==> src/hw/rtl/u8d_pkg.sv <==
package u8d_pkg;

  localparam int POSITION_BITS_DEF = 16;
  localparam int Q_DEPTH = 2;
  localparam int CP_W = 21;
  localparam int ERRPOS_W = 16;

  localparam logic [1:0] KIND_CODE  = 2'd0;
  localparam logic [1:0] KIND_ERROR = 2'd1;
  localparam logic [1:0] KIND_END   = 2'd2;

  localparam logic [3:0] ST_ACCEPT = 4'd0;
  localparam logic [3:0] ST_REJECT = 4'd1;
  localparam logic [3:0] ST_START  = 4'd9;
  localparam int NUM_STATES = 10;

  typedef struct packed {
    logic [3:0] cls;
    logic [7:0] mask;
  } byte_info_t;

  typedef struct packed {
    logic       term;
    logic [3:0] cls;
    logic [7:0] payload;
  } q_entry_t;

  typedef struct packed {
    logic full;
    logic empty;
  } q_status_t;

  typedef struct packed {
    logic halted;
    logic at_start;
  } bk_status_t;

  localparam logic [3:0] NEXT_STATE [NUM_STATES][16] = '{
    '{4'd0,4'd1,4'd1,4'd1,4'd8,4'd7,4'd6,4'd4,4'd5,4'd4,4'd3,4'd2,4'd1,4'd1,4'd1,4'd1},
    '{4'd1,4'd1,4'd1,4'd1,4'd1,4'd1,4'd1,4'd1,4'd1,4'd1,4'd1,4'd1,4'd1,4'd1,4'd1,4'd1},
    '{4'd1,4'd0,4'd0,4'd0,4'd1,4'd1,4'd1,4'd1,4'd1,4'd1,4'd1,4'd1,4'd1,4'd1,4'd1,4'd1},
    '{4'd1,4'd2,4'd1,4'd1,4'd1,4'd1,4'd1,4'd1,4'd1,4'd1,4'd1,4'd1,4'd1,4'd1,4'd1,4'd1},
    '{4'd1,4'd2,4'd2,4'd2,4'd1,4'd1,4'd1,4'd1,4'd1,4'd1,4'd1,4'd1,4'd1,4'd1,4'd1,4'd1},
    '{4'd1,4'd1,4'd2,4'd2,4'd1,4'd1,4'd1,4'd1,4'd1,4'd1,4'd1,4'd1,4'd1,4'd1,4'd1,4'd1},
    '{4'd1,4'd4,4'd4,4'd1,4'd1,4'd1,4'd1,4'd1,4'd1,4'd1,4'd1,4'd1,4'd1,4'd1,4'd1,4'd1},
    '{4'd1,4'd4,4'd4,4'd4,4'd1,4'd1,4'd1,4'd1,4'd1,4'd1,4'd1,4'd1,4'd1,4'd1,4'd1,4'd1},
    '{4'd1,4'd1,4'd1,4'd4,4'd1,4'd1,4'd1,4'd1,4'd1,4'd1,4'd1,4'd1,4'd1,4'd1,4'd1,4'd1},
    '{4'd0,4'd1,4'd1,4'd1,4'd8,4'd7,4'd6,4'd4,4'd5,4'd4,4'd3,4'd2,4'd1,4'd1,4'd1,4'd1}
  };

  function automatic byte_info_t classify(input logic [7:0] b);
    byte_info_t r;
    if (b < 8'h80) begin
      r = '{cls: 4'd0, mask: 8'h00};
    end else if (b < 8'h90) begin
      r = '{cls: 4'd3, mask: 8'h80};
    end else if (b < 8'hA0) begin
      r = '{cls: 4'd2, mask: 8'h80};
    end else if (b < 8'hC0) begin
      r = '{cls: 4'd1, mask: 8'h80};
    end else if (b < 8'hC2) begin
      r = '{cls: 4'd12, mask: 8'hC0};
    end else if (b < 8'hE0) begin
      r = '{cls: 4'd11, mask: 8'hC0};
    end else if (b == 8'hE0) begin
      r = '{cls: 4'd10, mask: 8'hE0};
    end else if (b < 8'hED) begin
      r = '{cls: 4'd9, mask: 8'hE0};
    end else if (b == 8'hED) begin
      r = '{cls: 4'd8, mask: 8'hE0};
    end else if (b < 8'hF0) begin
      r = '{cls: 4'd7, mask: 8'hE0};
    end else if (b == 8'hF0) begin
      r = '{cls: 4'd6, mask: 8'hF0};
    end else if (b < 8'hF4) begin
      r = '{cls: 4'd5, mask: 8'hF0};
    end else if (b == 8'hF4) begin
      r = '{cls: 4'd4, mask: 8'hF0};
    end else begin
      r = '{cls: 4'd12, mask: 8'hF0};
    end
    return r;
  endfunction

endpackage

==> src/hw/rtl/utf8_dfa_decoder_core.sv <==
// UTF-8 stream decoder.
// Input channel: in_valid/in_ready with in_byte, one raw byte per transaction.
//   A zero byte terminates the string and always yields an end-of-string result.
// Output channel: out_valid/out_ready with out_result_kind (0 code point,
//   1 invalid byte, 2 end of string), out_code_point, out_error_position.
//   A byte that completes a character yields a code point; a rejected byte
//   yields an error with its zero-based position, and the rest of the string
//   up to the terminator is dropped. Other bytes yield nothing.
// An accepted byte passes through the queue, then the output register in the back end.
// Throughput: one byte per cycle while out_ready keeps the output register free;
//   a two-entry queue sits between classifier and back end.
// Reset (rst_n low, synchronous) empties the queue and the output register
//   and returns the decoder to its start state with position zero.
// When out_ready is low the result is held; the queue then fills and
//   in_ready drops after at most two more bytes.
module utf8_dfa_decoder_core #(
  parameter int POSITION_BITS = u8d_pkg::POSITION_BITS_DEF
) (
  input  logic                         clk,
  input  logic                         rst_n,
  input  logic                         in_valid,
  output logic                         in_ready,
  input  logic [7:0]                   in_byte,
  output logic                         out_valid,
  input  logic                         out_ready,
  output logic [1:0]                   out_result_kind,
  output logic [u8d_pkg::CP_W-1:0]     out_code_point,
  output logic [u8d_pkg::ERRPOS_W-1:0] out_error_position
);
  import u8d_pkg::*;

  q_status_t  q_stat;
  q_entry_t   q_wdata, q_rdata;
  logic       q_push, q_pop;
  bk_status_t bk_stat;

  u8d_front u_front (
    .in_valid (in_valid),
    .in_ready (in_ready),
    .in_byte  (in_byte),
    .q_stat   (q_stat),
    .q_push   (q_push),
    .q_wdata  (q_wdata)
  );

  u8d_queue u_queue (
    .clk   (clk),
    .rst_n (rst_n),
    .push  (q_push),
    .wdata (q_wdata),
    .pop   (q_pop),
    .rdata (q_rdata),
    .stat  (q_stat)
  );

  u8d_back #(
    .POSITION_BITS (POSITION_BITS)
  ) u_back (
    .clk                (clk),
    .rst_n              (rst_n),
    .q_valid            (!q_stat.empty),
    .q_rdata            (q_rdata),
    .q_pop              (q_pop),
    .out_valid          (out_valid),
    .out_ready          (out_ready),
    .out_result_kind    (out_result_kind),
    .out_code_point     (out_code_point),
    .out_error_position (out_error_position),
    .stat               (bk_stat)
  );

`ifndef NO_ASSERTIONS
  a_term_clears: assert property (@(posedge clk) disable iff (!rst_n)
    (q_pop && q_rdata.term) |=> (bk_stat.at_start && !bk_stat.halted))
    else $error("terminator did not reset decoder");

  a_error_halts: assert property (@(posedge clk) disable iff (!rst_n)
    (q_pop && !$past(out_valid && !out_ready) && out_result_kind == KIND_ERROR
     && out_valid) |-> 1'b1 ##0 (bk_stat.halted || !out_valid ||
     out_result_kind != KIND_ERROR))
    else $error("error result without halt");

  a_pop_needs_room: assert property (@(posedge clk) disable iff (!rst_n)
    q_pop |-> (!q_stat.empty && (!out_valid || out_ready)))
    else $error("back end popped without room");

  a_end_clean: assert property (@(posedge clk) disable iff (!rst_n)
    (out_valid && out_result_kind == KIND_END) |->
      (out_code_point == '0 && out_error_position == '0))
    else $error("end marker carries payload");
`endif

endmodule

==> src/hw/rtl/u8d_front.sv <==
module u8d_front (
  input  logic              in_valid,
  output logic              in_ready,
  input  logic [7:0]        in_byte,
  input  u8d_pkg::q_status_t q_stat,
  output logic              q_push,
  output u8d_pkg::q_entry_t q_wdata
);
  import u8d_pkg::*;

  byte_info_t info;

  always_comb begin
    info = classify(in_byte);
    q_wdata.term    = (in_byte == 8'h00);
    q_wdata.cls     = info.cls;
    q_wdata.payload = in_byte ^ info.mask;
  end

  assign in_ready = !q_stat.full;
  assign q_push   = in_valid && !q_stat.full;

endmodule

==> src/hw/rtl/u8d_queue.sv <==
module u8d_queue (
  input  logic               clk,
  input  logic               rst_n,
  input  logic               push,
  input  u8d_pkg::q_entry_t  wdata,
  input  logic               pop,
  output u8d_pkg::q_entry_t  rdata,
  output u8d_pkg::q_status_t stat
);
  import u8d_pkg::*;

  localparam int PTR_W = (Q_DEPTH > 1) ? $clog2(Q_DEPTH) : 1;
  localparam int CNT_W = $clog2(Q_DEPTH + 1);

  q_entry_t         mem_r [Q_DEPTH];
  logic [PTR_W-1:0] wr_ptr_r, wr_ptr_nxt;
  logic [PTR_W-1:0] rd_ptr_r, rd_ptr_nxt;
  logic [CNT_W-1:0] count_r, count_nxt;
  logic             do_push, do_pop;

  assign stat.full  = (count_r == CNT_W'(Q_DEPTH));
  assign stat.empty = (count_r == '0);
  assign do_push    = push && !stat.full;
  assign do_pop     = pop && !stat.empty;
  assign rdata      = mem_r[rd_ptr_r];

  always_comb begin
    wr_ptr_nxt = wr_ptr_r;
    rd_ptr_nxt = rd_ptr_r;
    count_nxt  = count_r;
    if (do_push) begin
      wr_ptr_nxt = (wr_ptr_r == PTR_W'(Q_DEPTH - 1)) ? '0 : wr_ptr_r + 1'b1;
    end
    if (do_pop) begin
      rd_ptr_nxt = (rd_ptr_r == PTR_W'(Q_DEPTH - 1)) ? '0 : rd_ptr_r + 1'b1;
    end
    if (do_push && !do_pop) begin
      count_nxt = count_r + 1'b1;
    end else if (do_pop && !do_push) begin
      count_nxt = count_r - 1'b1;
    end
  end

  always_ff @(posedge clk) begin
    if (do_push) begin
      mem_r[wr_ptr_r] <= wdata;
    end
  end

  always_ff @(posedge clk) begin
    if (!rst_n) begin
      wr_ptr_r <= '0;
      rd_ptr_r <= '0;
      count_r  <= '0;
    end else begin
      wr_ptr_r <= wr_ptr_nxt;
      rd_ptr_r <= rd_ptr_nxt;
      count_r  <= count_nxt;
    end
  end

endmodule

==> src/hw/rtl/u8d_back.sv <==
module u8d_back #(
  parameter int POSITION_BITS = u8d_pkg::POSITION_BITS_DEF
) (
  input  logic                            clk,
  input  logic                            rst_n,
  input  logic                            q_valid,
  input  u8d_pkg::q_entry_t               q_rdata,
  output logic                            q_pop,
  output logic                            out_valid,
  input  logic                            out_ready,
  output logic [1:0]                      out_result_kind,
  output logic [u8d_pkg::CP_W-1:0]        out_code_point,
  output logic [u8d_pkg::ERRPOS_W-1:0]    out_error_position,
  output u8d_pkg::bk_status_t             stat
);
  import u8d_pkg::*;

  localparam int PEXT_W = (POSITION_BITS > ERRPOS_W) ? POSITION_BITS : ERRPOS_W;

  logic [3:0]               state_r, state_nxt;
  logic [CP_W-1:0]          accum_r, accum_nxt;
  logic [POSITION_BITS-1:0] pos_r, pos_nxt;
  logic                     halted_r, halted_nxt;

  logic                     ovalid_r, ovalid_nxt;
  logic [1:0]               okind_r, okind_nxt;
  logic [CP_W-1:0]          ocode_r, ocode_nxt;
  logic [ERRPOS_W-1:0]      opos_r, opos_nxt;

  logic [3:0]               st_cur, st_new;
  logic [CP_W-1:0]          acc_new;
  logic [PEXT_W-1:0]        pos_ext;
  logic [ERRPOS_W-1:0]      err_pos;

  assign q_pop = q_valid && (!ovalid_r || out_ready);

  always_comb begin
    st_cur  = (state_r < 4'(NUM_STATES)) ? state_r : ST_REJECT;
    st_new  = NEXT_STATE[st_cur][q_rdata.cls];
    acc_new = {accum_r[CP_W-7:0], 6'b0} | {{(CP_W-8){1'b0}}, q_rdata.payload};
    pos_ext = PEXT_W'(pos_r);
    err_pos = (pos_ext > PEXT_W'({ERRPOS_W{1'b1}})) ? {ERRPOS_W{1'b1}}
                                                    : pos_ext[ERRPOS_W-1:0];

    state_nxt  = state_r;
    accum_nxt  = accum_r;
    pos_nxt    = pos_r;
    halted_nxt = halted_r;
    ovalid_nxt = ovalid_r && !out_ready;
    okind_nxt  = okind_r;
    ocode_nxt  = ocode_r;
    opos_nxt   = opos_r;

    if (q_pop) begin
      if (q_rdata.term) begin
        state_nxt  = ST_START;
        accum_nxt  = '0;
        pos_nxt    = '0;
        halted_nxt = 1'b0;
        ovalid_nxt = 1'b1;
        okind_nxt  = KIND_END;
        ocode_nxt  = '0;
        opos_nxt   = '0;
      end else if (!halted_r) begin
        state_nxt = st_new;
        accum_nxt = acc_new;
        if (pos_r != {POSITION_BITS{1'b1}}) begin
          pos_nxt = pos_r + 1'b1;
        end
        if (st_new == ST_ACCEPT) begin
          accum_nxt  = '0;
          ovalid_nxt = 1'b1;
          okind_nxt  = KIND_CODE;
          ocode_nxt  = acc_new;
          opos_nxt   = '0;
        end else if (st_new == ST_REJECT) begin
          halted_nxt = 1'b1;
          ovalid_nxt = 1'b1;
          okind_nxt  = KIND_ERROR;
          ocode_nxt  = '0;
          opos_nxt   = err_pos;
        end
      end
    end
  end

  always_ff @(posedge clk) begin
    if (!rst_n) begin
      state_r  <= ST_START;
      accum_r  <= '0;
      pos_r    <= '0;
      halted_r <= 1'b0;
      ovalid_r <= 1'b0;
    end else begin
      state_r  <= state_nxt;
      accum_r  <= accum_nxt;
      pos_r    <= pos_nxt;
      halted_r <= halted_nxt;
      ovalid_r <= ovalid_nxt;
    end
  end

  always_ff @(posedge clk) begin
    okind_r <= okind_nxt;
    ocode_r <= ocode_nxt;
    opos_r  <= opos_nxt;
  end

  assign out_valid          = ovalid_r;
  assign out_result_kind    = okind_r;
  assign out_code_point     = ocode_r;
  assign out_error_position = opos_r;
  assign stat.halted        = halted_r;
  assign stat.at_start      = (state_r == ST_START) && (pos_r == '0);

endmodule

==> config.mk <==
export PLATFORM = sky130hd
export DESIGN_NAME = utf8_dfa_decoder_core
export DESIGN_NICKNAME = d
export VERILOG_FILES = /design/src/hw/rtl/u8d_pkg.sv /design/src/hw/rtl/utf8_dfa_decoder_core.sv /design/src/hw/rtl/u8d_front.sv /design/src/hw/rtl/u8d_queue.sv /design/src/hw/rtl/u8d_back.sv
export SDC_FILE = /design/constraint.sdc
export NUM_CORES = 1
export LEC_CHECK = 0
export ABC_AREA = 1
export BUFFER_PORTS_ARGS = -buffer_cell sky130_fd_sc_hd__buf_2
export CELL_PAD_IN_SITES_DETAIL_PLACEMENT = 0
export CELL_PAD_IN_SITES_GLOBAL_PLACEMENT = 2
export CORE_AREA = 5 5 121 123
export CTS_BUF_LIST = sky130_fd_sc_hd__clkbuf_16
export DETAILED_ROUTE_END_ITERATION = 10
export DIE_AREA = 0 0 126 128
export GPL_TIMING_DRIVEN = 0
export PLACE_DENSITY = 0.78
export SYNTH_ARGS = -nofsm -noshare
export SYNTH_HDL_FRONTEND = slang
export SYNTH_SLANG_ARGS = --single-unit
==> constraint.sdc <==
create_clock -name clk -period 3 [get_ports clk]
set_input_delay 0 -clock clk [delete_from_list [all_inputs] [get_ports clk]]
set_output_delay 0 -clock clk [all_outputs]
set_load 0.01 [all_outputs]
==> impl_metrics.toml, run 1 <==
[grt]
grt_max_degree = 41
grt_first_pass_wirelength_um = 16600
grtUsageTotal_pct = 12.9
first_global_vias = 3455
antenna_found_initial = 0
grt_overflow = 0

[synthesis]
netlist_instances = 537
synth_top_family_by_area = "simple AND/OR/NAND/NOR gates"
seq_area_frac_synth_pct = 57.7
synth_cell_types = 32
synth_compound_area_share_pct = 8.61
yosysWarnings = 0
ys_ff_latch = 105
synth_nets = 551
synth-xor-area-share_pct = 0.185
syn_area_per_cell_um2 = 8.82
synthAdderAreaFrac_pct = 0.528
synthMuxAreaShare_pct = 0
synth_simple_gate_area_share_pct = 24.2
netlist_area_um2 = 4740

[drt]
wl_met2_um = 4580
viasPerCell = 4.54
post_drt_wl_per_cell_um = 12.4
ant_nets = 0
drtIter0Drc = 162
dr.pass1.iters = 4
highest_layer = "met4"
wl_met1_um = 4710
num_vias = 3607
routed-wl-met3_um = 433
routed_wl_um = 9860
drc = 0

[worst_setup_path]
worstSetupEndpointType = "flop"
cp_max_fo = 40
critPathMaxStageDelay_ns = 0.74
critPathSlowestCell = "nand2_2"
setup.worst_path.class = "reg -> reg"
crit_required_ns = 2.97
worstPathCellList = "inv_2 -> buf_6 -> nand2_1 -> nand2_2 -> inv_2 -> nand2_1 -> nand4_1 -> nand2_1 -> nand2_1 -> nand2_2 -> nor2_2 -> nand3_1 -> nand2_2"
worstPathArrival_ns = 2.64
path_buf_inv = 3
cp_top_family = "simple AND/OR/NAND/NOR gates"
cp_common_cell = "nand2_1"
startpoint_type = "flop"

[cells_and_area]
seqCellArea_um2 = 2730
area_growth_pct = 18.2
n_antenna_cell = 0
nNetsFinal = 623
multiInputGateArea_um2 = 1590
layout_common_cells = "nand2_1, inv_1, nor2_1"
layout-drive-gt1-share_pct = 20.7
finalNonFillerCells = 794
mostFrequentLayoutCell = "nand2_1"
nFillCells = 1402

[floorplanning]
io_pins = 53
dieArea_um2 = 16100
coreArea_um2 = 13600
chipHeight_um = 128
die_w_um = 126
num_rows = 43
start_util_pct = 34.9

[sta]
layout_setup_ws_ns = 0.325
worst_slew_pin_slew_ns = 1.03
finalSetupTns_ns = 0
finClkSkew_ns = 0.00991
drv_slew = 0
relSlewSlack_pct = 30.8
max_freq_mhz = 374
finalSetupViolations = 0
hold_viol_final = 0
grt_setup_unrepaired = "no"
min_period_ns = 2.67
finalCritPeriodShare_pct = 89.2

[pwr]
p_leak_nw = 2.22
total_power_mw = 5.75
peakVddDrop_uv = 426
power.density_nw_per_um2 = 1030

[placement]
port_buffers = 52
dp_slack_ns = 0.267
dp_cells = 769
gp_congestion = 0.850
post-dp-hpwl_um = 7210

[clock_tree]
cts_buffers = 9
clkTransAtPathRegs_ns = 0.06
cts_setup_buffers = 0
cts_max_level = 3
cts_root_buffer = "clkbuf_16"
cts_buffer_depth = 2
cts_tree = "built"
cts_sinks = 105
clkLatencyLatePin_ns = 0.35
cts.repair.resized = 0

[run]
max_cap_viol_count = 0

[worst_hold_path]
hp-class = "in -> reg"

[run_status]
outcome = "completed"
## state kept, by name (all words and copies together) (netlist names), named ones only
name                       count
u_back.accum_r                15
u_back.halted_r                1
u_back.out_code_point         21
u_back.out_error_position     16
u_back.out_result_kind         2
u_back.out_valid               1
u_back.pos_ext                16
u_back.state_r                 4
u_queue.count_r                2
u_queue.mem_r                 24
u_queue.rd_ptr_r               1
u_queue.wr_ptr_r               1
## what timing repair did
action                                  in CTS  in global routing
hold endpoints to repair                    19                  0
hold buffers                                 9                  0
endpoints found under the setup margin       0                  0
## through the flow
| stage | hold WS (ns) | util, % | instance area [µm²] |
|---|---|---|---|
| global placement | 0.235 | 38.5 | 5220 |
| CTS | 0.0677 | 41.3 | 5600 |
| detailed placement | 0.244 | 38.5 | 5230 |
| global route | 0.0915 | 41.3 | 5600 |
| floorplan | 0.0989 | - | 4740 |
| finish | 0.0669 | 41.3 | 5600 |
## worst register-to-register path: cells and delay by family, from the launching register on
| family | cells | cell delay [ns] |
|---|---|---|
| and+or+nand+nor | 10 | 1.51 |
| DFF | 1 | 0.44 |
| buffers and inverters | 3 | 0.33 |
## cells in the mapped netlist, drive strengths merged
cell type  count  share of area, %
a211oi         2              0.32
a21oi         43               4.8
and2           1              0.13
buf            7               1.5
clkbuf         4              0.32
clkinv         2              0.18
dfxtp         42                18
edfxtp        63                40
ha             2              0.53
inv           87               6.9
nand2         98               8.2
nand3         36               4.0
nand4          7               1.1
nor2          92               8.5
nor3          11               1.2
nor4           2              0.26
o211ai         2              0.32
o21ai         27               2.9
o221ai         1              0.18
o31ai          1              0.16
or2            6              0.79
xor2           1              0.18
## logic make-up after synthesis
family | count (synthesis)
flops | 105
xor+xnor | 1
buf+inv | 100
compound gates | 76
fa+ha+maj | 2
simple gates | 253
## power by group
part	switching, mW	internal, mW	total (mW)
Combinational	1.64	0.704	2.34
Clock	0.511	0.609	1.12
Sequential	0.153	2.14	2.29
## routing by layer
layer	vias up	track usage (%)
met5	-	0
met4	0	4.16
met3	10	3.75
met2	75	21.4
met1	1626	16.2
li1	1896	-
## area by class of cell
type / count / area share [%]
clock buffers: 10 / 4.47
repair buffers: 61 / 6.26
multi-input cells: 332 / 28.4
plain buffers: 11 / 1.50
well taps: 180 / 4.02
flip-flops and latches: 105 / 48.8
clock inverters: 6 / 0.603
inverters: 89 / 5.99
## path summary, 6_finish.rpt
path / cells after the start / to / slack [ns] / startpoint
max: 13 / u_back.out_error_position[13] / 0.33 / flop
min: 5 / u_queue.wr_ptr_r / 0.07 / in_valid
max reg2reg: 13 / u_back.out_error_position[13] / 0.33 / flop
min reg2reg: 1 / u_queue.rd_ptr_r / 0.45 / u_queue.rd_ptr_r
Power figures use the tool's default switching activity.
==> run 2, diff against run 1 <==
--- a/config.mk
+++ b/config.mk
@@ -14,6 +14,7 @@
 export DETAILED_ROUTE_END_ITERATION = 10
 export DIE_AREA = 0 0 126 128
 export GPL_TIMING_DRIVEN = 0
+export MAX_ROUTING_LAYER = met4
 export PLACE_DENSITY = 0.78
 export SYNTH_ARGS = -nofsm -noshare
 export SYNTH_HDL_FRONTEND = slang
==> impl_metrics.toml, run 2 (synthesized netlist as in run 1, its figures left out) <==
[cells_and_area]
layout_common_cells = "nand2_1, inv_1, nor2_1"
largest_register_ffs = 24
layout-drive-gt1-share_pct = 20.7
n_antenna_cell = 0
top_register = "u_queue.mem_r"
final_util_pct = 41.3
nNetsFinal = 623
design_area_um2 = 5600
mostFrequentLayoutCell = "nand2_1"
area_growth_pct = 18.2

[placement]
post-dp-hpwl_um = 7210
gp_congestion = 0.864
port_buffers = 52
place_area_um2 = 5230

[sta]
relSlewSlack_pct = 28.9
worst_hold_slack_ns = 0.0707
min_period_ns = 2.66
finalSetupViolations = 0
grt_setup_unrepaired = "no"
worst_slew_pin_slew_ns = 1.06
finalCritPeriodShare_pct = 88.6
max_freq_mhz = 376
finalSetupTns_ns = 0
finClkSkew_ns = 0.00789
hold_viol_final = 0
drv_slew = 0

[worst_setup_path]
worstPathCellList = "buf_4 -> nand2_1 -> nand3_1 -> nand2_1 -> nand2_1 -> nand2_1 -> nand2_1 -> nand2_1 -> nand2_1 -> nand2_2 -> nor2_2 -> nand3_1 -> nand2_2"
rr_endpoint = "u_back.out_error_position[13]"
startpoint_type = "flop"
crit_required_ns = 2.97
ff2ff_setup_slack_ns = 0.34
setup.worst_path.class = "reg -> reg"
cp_common_cell = "nand2_1"
ff2ff_path_depth = 13
worstPathArrival_ns = 2.62
critPathMaxStageDelay_ns = 0.74
worstSetupEndpointType = "flop"
cp_max_fo = 40
critPathSlowestCell = "nand2_2"

[drt]
drtIter0Drc = 210
viasPerCell = 4.53
drc = 0
ant_nets = 0
num_vias = 3597
routed_wl_um = 9820
dr.pass1.iters = 5
post_drt_wl_per_cell_um = 12.4

[grt]
grt-busiest-layer = "met2"
grt_first_pass_wirelength_um = 16600
met1_usage_pct = 16.2
gr-usage-met3_pct = 3.75
use_met2_pct = 21.3
grt_overflow = 0
grt_max_degree = 41
antenna_found_initial = 0
grtUsageTotal_pct = 13.2
first_global_vias = 3464

[clock_tree]
cts_buffers = 9
cts_max_level = 3
cts_root_buffer = "clkbuf_16"
cts_sinks = 105
cts_tree = "built"
cts_setup_buffers = 0
clkLatencyLatePin_ns = 0.35
cts_buffer_depth = 2
clkTransAtPathRegs_ns = 0.06

[floorplanning]
die_w_um = 126
dieArea_um2 = 16100
chipHeight_um = 128
io_pins = 53
coreArea_um2 = 13600
start_util_pct = 34.9
num_rows = 43

[worst_hold_path]
hold_start = "in_valid"
hold-path-endpoint = "u_queue.wr_ptr_r"
hp-class = "in -> reg"
hold_depth = 5

[pwr]
p_leak_nw = 2.22
power.density_nw_per_um2 = 1030
peakVddDrop_uv = 426

[run_status]
outcome = "completed"

[run]
max_cap_viol_count = 0
run 2: cell counts in the layout (fill, tap and decap cells not counted):
Identical to the previous run, type by type.
run 2: report_power, final:
part	switching, mW	total, mW	internal [mW]
Combinational	1.63	2.34	0.704
Sequential	0.154	2.29	2.14
Clock	0.509	1.12	0.609
Total	2.29	5.75	3.45
run 2: worst max-delay path by stage:
stage / startpoint / end / slack, ns / cells after the start
5_1_grt: flop / u_back.out_valid / 0.01 / 10
3_5_place_dp: flop / u_back.out_error_position[9] / 0.27 / 13
6_report: flop / u_back.out_error_position[13] / 0.34 / 13
2_1_floorplan: flop / u_back.out_code_point[0] / 0.44 / 13
4_1_cts: flop / u_back.out_error_position[1] / 0.25 / 13
3_3_place_gp: flop / u_back.out_code_point[2] / -0.19 / 13
run 2: layout make-up:
type | count | area, µm²
buffer | 11 | 83.8
clock buffer | 10 | 250
clock inverter | 6 | 33.8
fill | 1402 | 7960
inverter | 89 | 335
multi-input combinational | 332 | 1590
sequential | 105 | 2730
tap | 180 | 225
timing repair buffer | 61 | 350
run 2: critical path: cells and delay by family (launching register included):
kind                   cells  cell delay (ns)
flip-flops                 1             0.44
buffers and inverters      1             0.21
AND/OR/NAND/NOR           12             1.60
run 2: per-layer routing:
layer  part of all wire (%)  up-vias
met5                      0        -
li1                       -     1897
met4                    1.0        0
met3                    4.2        7
met1                     48     1628
met2                     47       65
run 2: what timing repair did:
action,4_1_cts,5_1_grt
gates resized for setup,0,0
hold buffers,9,0
hold endpoints to repair,19,0
run 2: per-stage QoR:
step	total power [mW]	instances	setup WS (ns)
after floorplan	3.94	537	0.436
after global placement	4.65	769	-0.192
after detailed placement	4.72	769	0.267
after CTS	5.86	794	0.250
after global routing	6.23	794	0.0130
final	5.75	794	0.343
==> run 3, diff against run 2 <==
--- a/config.mk
+++ b/config.mk
@@ -14,6 +14,7 @@
 export DETAILED_ROUTE_END_ITERATION = 10
 export DIE_AREA = 0 0 126 128
 export GPL_TIMING_DRIVEN = 0
+export HOLD_SLACK_MARGIN = 0.1
 export MAX_ROUTING_LAYER = met4
 export PLACE_DENSITY = 0.78
 export SYNTH_ARGS = -nofsm -noshare
==> impl_metrics.toml, run 3 (synthesized netlist as in run 1, its figures left out) <==
[sta]
worst_hold_slack_ns = 0.427
worst_slew_pin_slew_ns = 1.06
finClkSkew_ns = 0.00757
layout_setup_ws_ns = 0.338
grt_setup_unrepaired = "no"
min_period_ns = 2.66
hold_viol_final = 0
finalSetupViolations = 0
max_freq_mhz = 376
finalCritPeriodShare_pct = 88.7
relSlewSlack_pct = 29.2
drv_slew = 0

[placement]
post-dp-hpwl_um = 7210
port_buffers = 52
dp_cells = 769
gp_congestion = 0.864
place_area_um2 = 5230
dp_slack_ns = 0.267

[cells_and_area]
nNetsFinal = 626
top_register = "u_queue.mem_r"
largest_register_ffs = 24
n_antenna_cell = 0
final_util_pct = 41.5
finalNonFillerCells = 797
layout_common_cells = "nand2_1, inv_1, nor2_1"
layout-drive-gt1-share_pct = 20.6
area_growth_pct = 18.8
mostFrequentLayoutCell = "nand2_1"
design_area_um2 = 5630

[worst_setup_path]
setup.worst_path.class = "reg -> reg"
worstPathArrival_ns = 2.63
worstSetupEndpointType = "flop"
startpoint_type = "flop"
crit_required_ns = 2.97
cp_max_fo = 40

[grt]
antenna_found_initial = 0
grt_overflow = 0
grtUsageTotal_pct = 13.2
grt_max_degree = 41
grt_first_pass_wirelength_um = 16600
first_global_vias = 3460

[run]
max_cap_viol_count = 0

[drt]
ant_nets = 0
post_drt_wl_per_cell_um = 12.3
drtIter0Drc = 177
dr.pass1.iters = 4
viasPerCell = 4.53
drc = 0
routed_wl_um = 9800
num_vias = 3609

[floorplanning]
io_pins = 53
start_util_pct = 34.9
coreArea_um2 = 13600
chipHeight_um = 128
die_w_um = 126
dieArea_um2 = 16100
num_rows = 43

[clock_tree]
cts_tree = "built"
cts_root_buffer = "clkbuf_16"
clkTransAtPathRegs_ns = 0.07
clkLatencyLatePin_ns = 0.35
cts_max_level = 3
cts_buffers = 9
hold_buffers = 12
cts.repair.resized = 0
cts_sinks = 105
cts_setup_buffers = 0
cts_buffer_depth = 2

[run_status]
outcome = "completed"

[worst_hold_path]
hp-class = "in -> reg"

[pwr]
p_leak_nw = 2.23
power.density_nw_per_um2 = 1020
peakVddDrop_uv = 427
[run 3: per-stage QoR]
step | power (mW) | setup TNS [ns]
6_report | 5.75 | 0
5_1_grt | 6.23 | 0
4_1_cts | 5.86 | 0
3_5_place_dp | 4.72 | 0
3_3_place_gp | 4.65 | -7.50
2_1_floorplan | 3.94 | 0
[run 3: layout make-up]
cell class | instances | area (µm²)
multi-input cells | 332 | 1590
clock buffers | 10 | 250
well taps | 180 | 225
repair buffers | 64 | 380
fillers | 1401 | 7930
inverters | 89 | 335
flip-flops and latches | 105 | 2730
clock inverters | 6 | 33.8
plain buffers | 11 | 83.8
[run 3: critical path, stage by stage (launching register included)]
cell     delay [ns]
dfxtp_1        0.44
buf_4          0.21
nand2_1        0.09
nand3_1        0.12
nand2_1        0.06
nand2_1        0.05
nand2_1        0.04
nand2_1        0.08
nand2_1        0.06
nand2_1        0.07
nand2_2        0.08
nor2_2         0.12
nand3_1        0.10
nand2_2        0.74
[run 3: worst paths after layout]
| kind | from | end | slack [ns] | depth (start not counted) |
|---|---|---|---|---|
| min | in_byte[1] | u_queue.mem_r[1][1] | 0.43 | 2 |
| max reg2reg | flop | u_back.out_error_position[13] | 0.34 | 13 |
| max | flop | u_back.out_error_position[13] | 0.34 | 13 |
| min reg2reg | u_queue.rd_ptr_r | u_queue.rd_ptr_r | 0.45 | 1 |
[run 3: power by group]
part           switching [mW]  internal, mW
Combinational            1.63         0.706
Clock                   0.509         0.609
Sequential              0.154          2.14
Total                    2.30          3.46
[run 3: layer usage]
| layer | global-route usage (%) | vias up | share of wire [%] |
|---|---|---|---|
| met5 | - | - | 0 |
| met4 | 4.16 | 0 | 1.1 |
| met3 | 3.75 | 9 | 3.9 |
| met2 | 21.3 | 65 | 47 |
| met1 | 16.2 | 1631 | 48 |
| li1 | - | 1904 | - |
